[config.mk]
export PLATFORM = sky130hd
export DESIGN_NAME = vibration_impact_detector
export DESIGN_NICKNAME = d
export VERILOG_FILES = /design/src/hw/rtl/vid_pkg.sv /design/src/hw/rtl/vid_lane.sv /design/src/hw/rtl/vid_isqrt.sv /design/src/hw/rtl/vibration_impact_detector.sv
export SDC_FILE = /design/constraint.sdc
export NUM_CORES = 2
export LEC_CHECK = 0
export BUFFER_PORTS_ARGS = -buffer_cell sky130_fd_sc_hd__buf_2
export CAP_MARGIN = 25
export CORE_UTILIZATION = 46
export DETAILED_ROUTE_END_ITERATION = 10
export GPL_ROUTABILITY_DRIVEN = 0
export HOLD_SLACK_MARGIN = 0.05
export PLACE_DENSITY = 0.74
export RECOVER_POWER = 25
export SLEW_MARGIN = 20
export SYNTH_ARGS = -nofsm -noshare
export SYNTH_HDL_FRONTEND = slang
export SYNTH_SLANG_ARGS = --single-unit
[constraint.sdc]
create_clock -name clk -period 20.7 [get_ports clk]
set_input_delay 2.07 -clock clk [delete_from_list [all_inputs] [get_ports clk]]
set_output_delay 2.07 -clock clk [all_outputs]
set_load 0.005 [all_outputs]
[src/hw/rtl/vid_pkg.sv]
// Shared types, widths and codes for the vibration impact detector.
// Used by every module of the block; depends on nothing else.
package vid_pkg;

  localparam int SAMPLE_W           = 16;
  localparam int COEF_FRAC_BITS_DEF = 16;
  localparam int ALPHA_W            = 16;
  localparam int HP_W               = 20;
  localparam int LEVEL_W            = 20;
  localparam int TIME_W             = 32;
  localparam int HOLDOFF_W          = 16;
  localparam int CFG_W              = 20;
  localparam int CFG_IDX_W          = 3;

  localparam logic [ALPHA_W-1:0] ALPHA_RST = 16'd62259;

  // Shift-add unit of one axis lane.
  localparam int S_W    = ((SAMPLE_W > HP_W) ? SAMPLE_W : HP_W) + 2;
  localparam int MP_W   = (ALPHA_W > HP_W) ? ALPHA_W : HP_W;
  localparam int SQ_W   = 2 * HP_W;
  localparam int ACC_W  = (((S_W + ALPHA_W) > SQ_W) ? (S_W + ALPHA_W) : SQ_W) + 1;
  localparam int STEP_W = $clog2(MP_W);

  // Root extraction.
  localparam int SUM_W  = SQ_W + 2;
  localparam int ROOT_W = SUM_W / 2;

  typedef enum logic [CFG_IDX_W-1:0] {
    CFG_ENABLED   = 3'd0,
    CFG_ALPHA     = 3'd1,
    CFG_THR_LEVEL = 3'd2,
    CFG_THR_LOW   = 3'd3,
    CFG_THR_MED   = 3'd4,
    CFG_THR_HIGH  = 3'd5,
    CFG_HOLDOFF   = 3'd6
  } cfg_index_t;

  typedef enum logic [1:0] {
    THR_LOW  = 2'd0,
    THR_MED  = 2'd1,
    THR_HIGH = 2'd2
  } thr_sel_t;

  typedef enum logic [2:0] {
    LOP_IDLE,
    LOP_CLEAR,
    LOP_LOAD_MUL,
    LOP_STEP,
    LOP_FINISH_MUL,
    LOP_LOAD_SQ
  } lane_op_t;

  typedef enum logic [3:0] {
    ST_IDLE,
    ST_LOAD,
    ST_MUL,
    ST_FIX,
    ST_SQ_LOAD,
    ST_SQ,
    ST_SUM,
    ST_ROOT,
    ST_DECIDE
  } vid_state_t;

  typedef struct packed {
    logic signed [SAMPLE_W-1:0] accel_x;
    logic signed [SAMPLE_W-1:0] accel_y;
    logic signed [SAMPLE_W-1:0] accel_z;
    logic [TIME_W-1:0]          now_ms;
    logic                       restart;
  } vid_in_t;

  typedef struct packed {
    logic [LEVEL_W-1:0] vibration_level;
    logic               above_threshold;
    logic               lock_request;
  } vid_out_t;

endpackage

[src/hw/rtl/vid_lane.sv]
// One axis lane: high-pass filter state and a bit-serial shift-add unit that
// forms alpha times the filter input, then the square of the filter output.
// Depends on vid_pkg.
module vid_lane #(
  parameter int COEF_FRAC_BITS = vid_pkg::COEF_FRAC_BITS_DEF
) (
  input  logic                                 clk,
  input  logic                                 rst_n,
  input  vid_pkg::lane_op_t                    op,
  input  logic [vid_pkg::ALPHA_W-1:0]          alpha,
  input  logic signed [vid_pkg::SAMPLE_W-1:0]  x_in,
  output logic [vid_pkg::SQ_W-1:0]             sq
);
  import vid_pkg::*;

  localparam logic signed [ACC_W-1:0] RND    = ACC_W'(1) <<< (COEF_FRAC_BITS - 1);
  localparam logic signed [ACC_W-1:0] HP_MAXA = ACC_W'((1 << (HP_W - 1)) - 1);
  localparam logic signed [ACC_W-1:0] HP_MINA = -HP_MAXA - ACC_W'(1);

  logic signed [HP_W-1:0]     hp_r, hp_nxt;
  logic signed [SAMPLE_W-1:0] prev_r, prev_nxt;
  logic signed [ACC_W-1:0]    mcand_r, mcand_nxt;
  logic [MP_W-1:0]            mplier_r, mplier_nxt;
  logic signed [ACC_W-1:0]    acc_r, acc_nxt;
  logic signed [ACC_W-1:0]    s_in;
  logic signed [ACC_W-1:0]    rounded;
  logic signed [ACC_W-1:0]    shifted;
  logic [HP_W-1:0]            mag;

  always_comb begin
    hp_nxt     = hp_r;
    prev_nxt   = prev_r;
    mcand_nxt  = mcand_r;
    mplier_nxt = mplier_r;
    acc_nxt    = acc_r;
    s_in       = ACC_W'(hp_r) + ACC_W'(x_in) - ACC_W'(prev_r);
    rounded    = acc_r + RND;
    shifted    = rounded >>> COEF_FRAC_BITS;
    mag        = hp_r[HP_W-1] ? HP_W'(-hp_r) : HP_W'(hp_r);
    case (op)
      LOP_CLEAR: begin
        hp_nxt   = '0;
        prev_nxt = '0;
      end
      LOP_LOAD_MUL: begin
        mcand_nxt  = s_in;
        mplier_nxt = MP_W'(alpha);
        acc_nxt    = '0;
      end
      LOP_STEP: begin
        if (mplier_r[0]) begin
          acc_nxt = acc_r + mcand_r;
        end
        mcand_nxt  = mcand_r <<< 1;
        mplier_nxt = mplier_r >> 1;
      end
      LOP_FINISH_MUL: begin
        if (shifted > HP_MAXA) begin
          hp_nxt = HP_W'(HP_MAXA);
        end else if (shifted < HP_MINA) begin
          hp_nxt = HP_W'(HP_MINA);
        end else begin
          hp_nxt = HP_W'(shifted);
        end
        prev_nxt = x_in;
      end
      LOP_LOAD_SQ: begin
        mcand_nxt  = ACC_W'(mag);
        mplier_nxt = MP_W'(mag);
        acc_nxt    = '0;
      end
      default: begin
      end
    endcase
  end

  always_ff @(posedge clk) begin
    if (!rst_n) begin
      hp_r   <= '0;
      prev_r <= '0;
    end else begin
      hp_r   <= hp_nxt;
      prev_r <= prev_nxt;
    end
    mcand_r  <= mcand_nxt;
    mplier_r <= mplier_nxt;
    acc_r    <= acc_nxt;
  end

  assign sq = SQ_W'(acc_r);

endmodule

[src/hw/rtl/vid_isqrt.sv]
// Digit-serial integer square root, one root bit per cycle.
// The radicand is shifted in two bits at a time. Depends on vid_pkg.
module vid_isqrt (
  input  logic                         clk,
  input  logic                         rst_n,
  input  logic                         start,
  input  logic [vid_pkg::SUM_W-1:0]    din,
  output logic [vid_pkg::ROOT_W-1:0]   root,
  output logic                         done
);
  import vid_pkg::*;

  localparam int REM_W = ROOT_W + 3;
  localparam int CNT_W = $clog2(ROOT_W);
  localparam logic [CNT_W-1:0] LAST = CNT_W'(ROOT_W - 1);

  logic [SUM_W-1:0]  val_r, val_nxt;
  logic [REM_W-1:0]  rem_r, rem_nxt;
  logic [ROOT_W-1:0] root_r, root_nxt;
  logic [CNT_W-1:0]  cnt_r, cnt_nxt;
  logic              run_r, run_nxt;
  logic              done_r, done_nxt;
  logic [REM_W-1:0]  rem_sh;
  logic [REM_W-1:0]  trial;

  always_comb begin
    val_nxt  = val_r;
    rem_nxt  = rem_r;
    root_nxt = root_r;
    cnt_nxt  = cnt_r;
    run_nxt  = run_r;
    done_nxt = 1'b0;
    rem_sh   = {rem_r[REM_W-3:0], val_r[SUM_W-1 -: 2]};
    trial    = REM_W'({root_r, 2'b01});
    if (start) begin
      val_nxt  = din;
      rem_nxt  = '0;
      root_nxt = '0;
      cnt_nxt  = '0;
      run_nxt  = 1'b1;
    end else if (run_r) begin
      val_nxt = val_r << 2;
      if (rem_sh >= trial) begin
        rem_nxt  = rem_sh - trial;
        root_nxt = {root_r[ROOT_W-2:0], 1'b1};
      end else begin
        rem_nxt  = rem_sh;
        root_nxt = {root_r[ROOT_W-2:0], 1'b0};
      end
      cnt_nxt = cnt_r + CNT_W'(1);
      if (cnt_r == LAST) begin
        run_nxt  = 1'b0;
        done_nxt = 1'b1;
      end
    end
  end

  always_ff @(posedge clk) begin
    if (!rst_n) begin
      run_r  <= 1'b0;
      done_r <= 1'b0;
      cnt_r  <= '0;
    end else begin
      run_r  <= run_nxt;
      done_r <= done_nxt;
      cnt_r  <= cnt_nxt;
    end
    val_r  <= val_nxt;
    rem_r  <= rem_nxt;
    root_r <= root_nxt;
  end

  assign root = root_r;
  assign done = done_r;

endmodule

[src/hw/rtl/vibration_impact_detector.sv]
// Top level of the vibration impact detector: sequencer, configuration
// registers, threshold and holdoff logic. Depends on vid_pkg, vid_lane and
// vid_isqrt.
//
// Each accepted beat carries a three-axis sample and a millisecond time. The
// three axes are filtered in parallel lanes, each with one bit-serial
// shift-add unit that first forms alpha times the filter input and then the
// square of the new filter output; the root of the summed squares comes from
// a unit that yields one bit per cycle. With the block enabled a beat passes
// through the load, multiply, fix, square-load, square, sum, root and decide
// states before its result waits at the output. Disabled, a beat goes from
// the load state straight to the decide state; either way the sequencer then
// returns to idle, where the next beat is taken. in_stall is high while a beat
// is in work; a new beat is taken while the previous result still waits on
// out_stall. After reset the block is disabled, alpha is 62259, the medium
// threshold is selected and all other configuration registers are zero.
module vibration_impact_detector #(
  parameter int COEF_FRAC_BITS = vid_pkg::COEF_FRAC_BITS_DEF
) (
  input  logic                            clk,
  input  logic                            rst_n,
  input  logic                            in_valid,
  output logic                            in_stall,
  input  vid_pkg::vid_in_t                in_data,
  output logic                            out_valid,
  input  logic                            out_stall,
  output vid_pkg::vid_out_t               out_data,
  input  logic                            cfg_we,
  input  logic [vid_pkg::CFG_IDX_W-1:0]   cfg_index,
  input  logic [vid_pkg::CFG_W-1:0]       cfg_data
);
  import vid_pkg::*;

  localparam logic [STEP_W-1:0] STEP_LAST = STEP_W'(MP_W - 1);

  logic                 enabled_r;
  logic [ALPHA_W-1:0]   alpha_r;
  logic [1:0]           thr_level_r;
  logic [LEVEL_W-1:0]   thr_low_r, thr_med_r, thr_high_r;
  logic [HOLDOFF_W-1:0] holdoff_r;

  vid_state_t           state_r, state_nxt;
  logic [STEP_W-1:0]    step_r, step_nxt;
  vid_in_t              in_data_r, in_data_nxt;
  logic [LEVEL_W-1:0]   level_r, level_nxt;
  logic [TIME_W-1:0]    last_exceed_r, last_exceed_nxt;
  logic                 out_valid_r, out_valid_nxt;
  vid_out_t             out_data_r, out_data_nxt;

  lane_op_t             lane_op;
  logic [SQ_W-1:0]      sq_x, sq_y, sq_z;
  logic                 sq_start;
  logic [SUM_W-1:0]     sq_sum;
  logic [ROOT_W-1:0]    root;
  logic                 root_done;
  logic                 accept;
  logic [LEVEL_W-1:0]   thr;
  logic                 above;
  logic [TIME_W-1:0]    gap;

  assign accept = in_valid && !in_stall;
  assign sq_sum = SUM_W'(sq_x) + SUM_W'(sq_y) + SUM_W'(sq_z);

  always_ff @(posedge clk) begin
    if (!rst_n) begin
      enabled_r   <= 1'b0;
      alpha_r     <= ALPHA_RST;
      thr_level_r <= THR_MED;
      thr_low_r   <= '0;
      thr_med_r   <= '0;
      thr_high_r  <= '0;
      holdoff_r   <= '0;
    end else if (cfg_we) begin
      case (cfg_index)
        CFG_ENABLED:   enabled_r   <= cfg_data[0];
        CFG_ALPHA:     alpha_r     <= cfg_data[ALPHA_W-1:0];
        CFG_THR_LEVEL: thr_level_r <= cfg_data[1:0];
        CFG_THR_LOW:   thr_low_r   <= cfg_data[LEVEL_W-1:0];
        CFG_THR_MED:   thr_med_r   <= cfg_data[LEVEL_W-1:0];
        CFG_THR_HIGH:  thr_high_r  <= cfg_data[LEVEL_W-1:0];
        CFG_HOLDOFF:   holdoff_r   <= cfg_data[HOLDOFF_W-1:0];
        default: begin
        end
      endcase
    end
  end

  always_comb begin
    case (thr_level_r)
      THR_LOW:  thr = thr_low_r;
      THR_HIGH: thr = thr_high_r;
      default:  thr = thr_med_r;
    endcase
    above = level_r > thr;
    gap   = in_data_r.now_ms - last_exceed_r;
  end

  always_comb begin
    state_nxt       = state_r;
    step_nxt        = step_r;
    in_data_nxt     = in_data_r;
    level_nxt       = level_r;
    last_exceed_nxt = last_exceed_r;
    out_valid_nxt   = out_valid_r && out_stall;
    out_data_nxt    = out_data_r;
    lane_op         = LOP_IDLE;
    sq_start        = 1'b0;
    case (state_r)
      ST_IDLE: begin
        if (in_valid) begin
          in_data_nxt = in_data;
          if (in_data.restart) begin
            lane_op         = LOP_CLEAR;
            level_nxt       = '0;
            last_exceed_nxt = '0;
          end
          state_nxt = ST_LOAD;
        end
      end
      ST_LOAD: begin
        if (enabled_r) begin
          lane_op   = LOP_LOAD_MUL;
          step_nxt  = '0;
          state_nxt = ST_MUL;
        end else begin
          state_nxt = ST_DECIDE;
        end
      end
      ST_MUL: begin
        lane_op  = LOP_STEP;
        step_nxt = step_r + STEP_W'(1);
        if (step_r == STEP_LAST) begin
          state_nxt = ST_FIX;
        end
      end
      ST_FIX: begin
        lane_op   = LOP_FINISH_MUL;
        state_nxt = ST_SQ_LOAD;
      end
      ST_SQ_LOAD: begin
        lane_op   = LOP_LOAD_SQ;
        step_nxt  = '0;
        state_nxt = ST_SQ;
      end
      ST_SQ: begin
        lane_op  = LOP_STEP;
        step_nxt = step_r + STEP_W'(1);
        if (step_r == STEP_LAST) begin
          state_nxt = ST_SUM;
        end
      end
      ST_SUM: begin
        sq_start  = 1'b1;
        state_nxt = ST_ROOT;
      end
      ST_ROOT: begin
        if (root_done) begin
          if (root > ROOT_W'({LEVEL_W{1'b1}})) begin
            level_nxt = '1;
          end else begin
            level_nxt = LEVEL_W'(root);
          end
          state_nxt = ST_DECIDE;
        end
      end
      ST_DECIDE: begin
        if (!out_valid_r || !out_stall) begin
          out_valid_nxt                = 1'b1;
          out_data_nxt.vibration_level = level_r;
          out_data_nxt.above_threshold = above;
          out_data_nxt.lock_request    = above && (gap >= TIME_W'(holdoff_r));
          if (above) begin
            last_exceed_nxt = in_data_r.now_ms;
          end
          state_nxt = ST_IDLE;
        end
      end
      default: begin
        state_nxt = ST_IDLE;
      end
    endcase
  end

  always_ff @(posedge clk) begin
    if (!rst_n) begin
      state_r       <= ST_IDLE;
      step_r        <= '0;
      level_r       <= '0;
      last_exceed_r <= '0;
      out_valid_r   <= 1'b0;
    end else begin
      state_r       <= state_nxt;
      step_r        <= step_nxt;
      level_r       <= level_nxt;
      last_exceed_r <= last_exceed_nxt;
      out_valid_r   <= out_valid_nxt;
    end
    in_data_r  <= in_data_nxt;
    out_data_r <= out_data_nxt;
  end

  vid_lane #(.COEF_FRAC_BITS(COEF_FRAC_BITS)) u_lane_x (
    .clk   (clk),
    .rst_n (rst_n),
    .op    (lane_op),
    .alpha (alpha_r),
    .x_in  (in_data_r.accel_x),
    .sq    (sq_x)
  );

  vid_lane #(.COEF_FRAC_BITS(COEF_FRAC_BITS)) u_lane_y (
    .clk   (clk),
    .rst_n (rst_n),
    .op    (lane_op),
    .alpha (alpha_r),
    .x_in  (in_data_r.accel_y),
    .sq    (sq_y)
  );

  vid_lane #(.COEF_FRAC_BITS(COEF_FRAC_BITS)) u_lane_z (
    .clk   (clk),
    .rst_n (rst_n),
    .op    (lane_op),
    .alpha (alpha_r),
    .x_in  (in_data_r.accel_z),
    .sq    (sq_z)
  );

  vid_isqrt u_isqrt (
    .clk   (clk),
    .rst_n (rst_n),
    .start (sq_start),
    .din   (sq_sum),
    .root  (root),
    .done  (root_done)
  );

  assign in_stall  = (state_r != ST_IDLE);
  assign out_valid = out_valid_r;
  assign out_data  = out_data_r;

  // A lock request is only ever raised together with an exceedance.
  a_lock_implies_above: assert property (@(posedge clk) disable iff (!rst_n)
    out_valid |-> (!out_data.lock_request || out_data.above_threshold))
    else $error("lock request without exceedance");

  // A restart beat clears the level and the last exceedance time.
  a_restart_clears: assert property (@(posedge clk) disable iff (!rst_n)
    (accept && in_data.restart) |=> (level_r == '0 && last_exceed_r == '0))
    else $error("restart did not clear the state");

  // The root unit finishes only while the sequencer waits for it.
  a_root_done_state: assert property (@(posedge clk) disable iff (!rst_n)
    root_done |-> (state_r == ST_ROOT))
    else $error("root finished outside of its wait state");

  // A new result is loaded only when the previous one has been taken.
  a_no_overwrite: assert property (@(posedge clk) disable iff (!rst_n)
    (out_valid_r && out_stall) |=> (out_data_r == $past(out_data_r)))
    else $error("waiting result overwritten");

endmodule

==> results.md <==
* Status: finished, violations left
* Most used DFF post-synth: edfxtp_1
* Initial antenna violation count at 6
* TNS Setup at 0 ns
* Largest net degree at the start of global routing at 133
* First-pass GRT wire length at 201000 um
* Crit-path max FO at 71
* Most frequent cells in the layout: 542 x nand2_1, 496 x a21oi_1, 450 x edfxtp_1
* Critical path launch point type: flip-flop
* Placed insts at 6515
* Routed length per instance at 19.3 um
* Cts bufs inserted at 84
* Die Y at 326 um
* Avg Inst Size Synth at 9.34 um^2
* CTS tree: yes
* CTS resizes at 0
* Setup Skew at 0.0329 ns
* Final count of negative-setup-slack endpoints at 0
* Ys async rst share at 0%
* TritonRoute pass-1 iters at 6
* Req. time, crit path at 20.97 ns
* Post-synth EDFFs at 450
* R2R Path Start: state_r[1]
* # port buffers at 132
* Final Critical Period at 6.43 ns
* Number of global-route vias before repair at 37.0k
* Crit Path Category: reg2reg
* Nets at 5759
* Final non-filler cell total at 6676
* Synth Cell Area at 48400 um^2
* Final hold violations at 0
* Sequential area share after synthesis at 40.9%
* Die area at 107000 um^2
* Slew @ Worst Pin at 3.70 ns
* Dpl cell area at 50400 um^2
* Rows at 118
* CTS root buf: clkbuf_16
* Share of cells above drive strength 1 at 6.57%
* Routed WL at 129000 um
* Power density over cell area at 72.8 nW/um^2
* Library cells used by synthesis at 97
* Final HPWL DP at 92800 um
* Critical Path AT at 6.70 ns
* VDD IR-drop max at 0.0000870 V
* DRC Markers at 0
* Syn Nets at 5723
* Postcts setup bufs at 0
* Layout area overhead at 9.57%
* Yosys warning count at 0
* Failing checks: capacitance limit, slew limit
* GRT Overall Usage at 23.4%
* H-tree depth at 3
* Commonest non-fill, non-tap cell in the layout: nand2_1
* Clock buffer depth at 3
* Total number of vias at 39.3k
* RSZ-0062 raised after global routing: false
* Die width at 326 um
* CORE AREA at 104000 um^2
* Number of top-level pins at 133
* Synthesized flop and latch total at 765
* Synth Instances at 5185
* Vias per cell at 5.89
* Slew Viols, Final at 396
* Clk sinks at 765
* Detail Route Antenna Nets at 0
* Final worst-path cycle share at 31.0%
* Worst hold path class: reg2reg
* Worst Setup SP: state_r[1]
* Max cap viols at 8
* Fmax at 156 MHz
* Starting density of the core at 46.6%
* Leakage Power at 0.0212 uW
* Worst skew pair latency at 0.67 ns
* Design area at 53100 um^2
* Min-delay src: thr_low_r[10]
* Slew headroom at -147%
* Clock-pin slew on the worst setup and hold paths at 0.06 ns
* Cts-stage hold buffer count at 0
* GR Overflow Total at 0
* Crit path capture type: flip-flop
* Detailed Route Iter0 Violations at 4060
report_power, final:
group / switching [uW] / internal (uW)
clock: 644 / 871
combinational: 370 / 266
sequential: 37.0 / 1680
total: 1050 / 2810
per-stage QoR:
step / utilization [%] / hold slack [ns] / power (uW) / setup slack [ns]
after floorplan: - / 0.430 / 2220 / 10.00
after global placement: 48.4 / 0.441 / 2350 / 15.99
after detailed placement: 48.4 / 0.447 / 2370 / 15.91
after CTS: 51.1 / 0.455 / 3880 / 16.11
after global routing: 51.1 / 0.468 / 4020 / 13.93
final: 51.1 / 0.455 / 3860 / 14.27
worst max-delay path: stages, from the launching register on:
cell	delay (ns)
dfxtp_1	0.74
or3b_2	0.55
o21a_1	0.15
nor2_4	0.07
clkbuf_1	2.61
buf_4	0.97
buf_4	0.84
state kept, by name, indices dropped and copies added (netlist names), 21 cells and up:
signal	flops
u_lane_x.acc_r	41
u_lane_y.acc_r	41
in_data_r	80
u_isqrt.rem_r	22
u_lane_x.mcand_r	41
u_isqrt.root	21
last_exceed_r	32
u_lane_z.acc_r	41
u_lane_y.mcand_r	41
out_data	22
u_lane_z.mcand_r	41
u_isqrt.val_r	42
cell usage after synthesis, types with 18 or more instances:
cell | count | area share [%]
nand2_1 | 543 | 4.2
a21oi_1 | 498 | 5.1
edfxtp_1 | 450 | 28
nor2_1 | 391 | 3.0
inv_1 | 377 | 2.9
ha_1 | 324 | 8.4
dfxtp_1 | 315 | 13
o21ai_0 | 229 | 2.4
a21o_1 | 212 | 3.3
clkbuf_1 | 182 | 1.4
xnor2_1 | 178 | 3.2
nand3_1 | 159 | 1.6
xor2_1 | 135 | 2.4
fa_1 | 105 | 4.3
nor3_1 | 103 | 1.1
o21a_1 | 66 | 1.0
mux2i_1 | 60 | 1.2
nand2b_1 | 53 | 0.68
nand4_1 | 52 | 0.67
o31ai_1 | 51 | 0.79
a221o_1 | 50 | 1.0
and3_1 | 49 | 0.63
nor2b_1 | 48 | 0.62
a211oi_1 | 47 | 0.73
a22o_1 | 38 | 0.69
and2_1 | 32 | 0.41
a31oi_1 | 28 | 0.36
o21bai_1 | 27 | 0.42
or3_1 | 27 | 0.35
o211ai_1 | 23 | 0.36
a211o_1 | 20 | 0.36
buf_1 | 20 | 0.16
a22oi_1 | 18 | 0.28
o211a_1 | 18 | 0.37
final cells by class:
cell class                      instances  area (um^2)
Sequential cell                       765        19800
Fill cell                            9351        50900
Tap cell                             1380         1730
Timing Repair Buffer                  172          935
Multi-Input combinational cell       3820        26400
Clock inverter                         35          287
Antenna cell                            3         7.51
Inverter                              378         1420
Clock buffer                          123         2470
kinds of logic (layout without fill, tap and decap cells):
group | Yosys count | after routing | share of synthesized area, %
compound gates | 1466 | 1466 | 19.9
simple gates | 1549 | 1549 | 14.8
buf+inv | 600 | 708 | 4.73
flops | 765 | 765 | 40.9
other cells | 0 | 3 | 0
fa+ha+maj | 430 | 430 | 12.7
mux | 62 | 62 | 1.29
xor+xnor | 313 | 313 | 5.66
per-layer routing:
layer	track usage [%]	part of all wire (%)	vias to the layer above
li1	-	-	18700
met1	31.1	42	18900
met2	38.7	47	1481
met3	3.37	7.3	273
met4	8.66	3.7	2
met5	0	0.0054	-
path summary, 6_finish.rpt:
kind                                             end  slack [ns]  depth (start not counted)
worst max register to register  u_lane_z.mcand_r[27]       14.27                          6
worst min register to register         thr_low_r[10]        0.45                          2
worst max-delay path            u_lane_z.mcand_r[27]       14.27                          6
worst min-delay path                   thr_low_r[10]        0.45                          2
(Power assumes the default switching activity.)
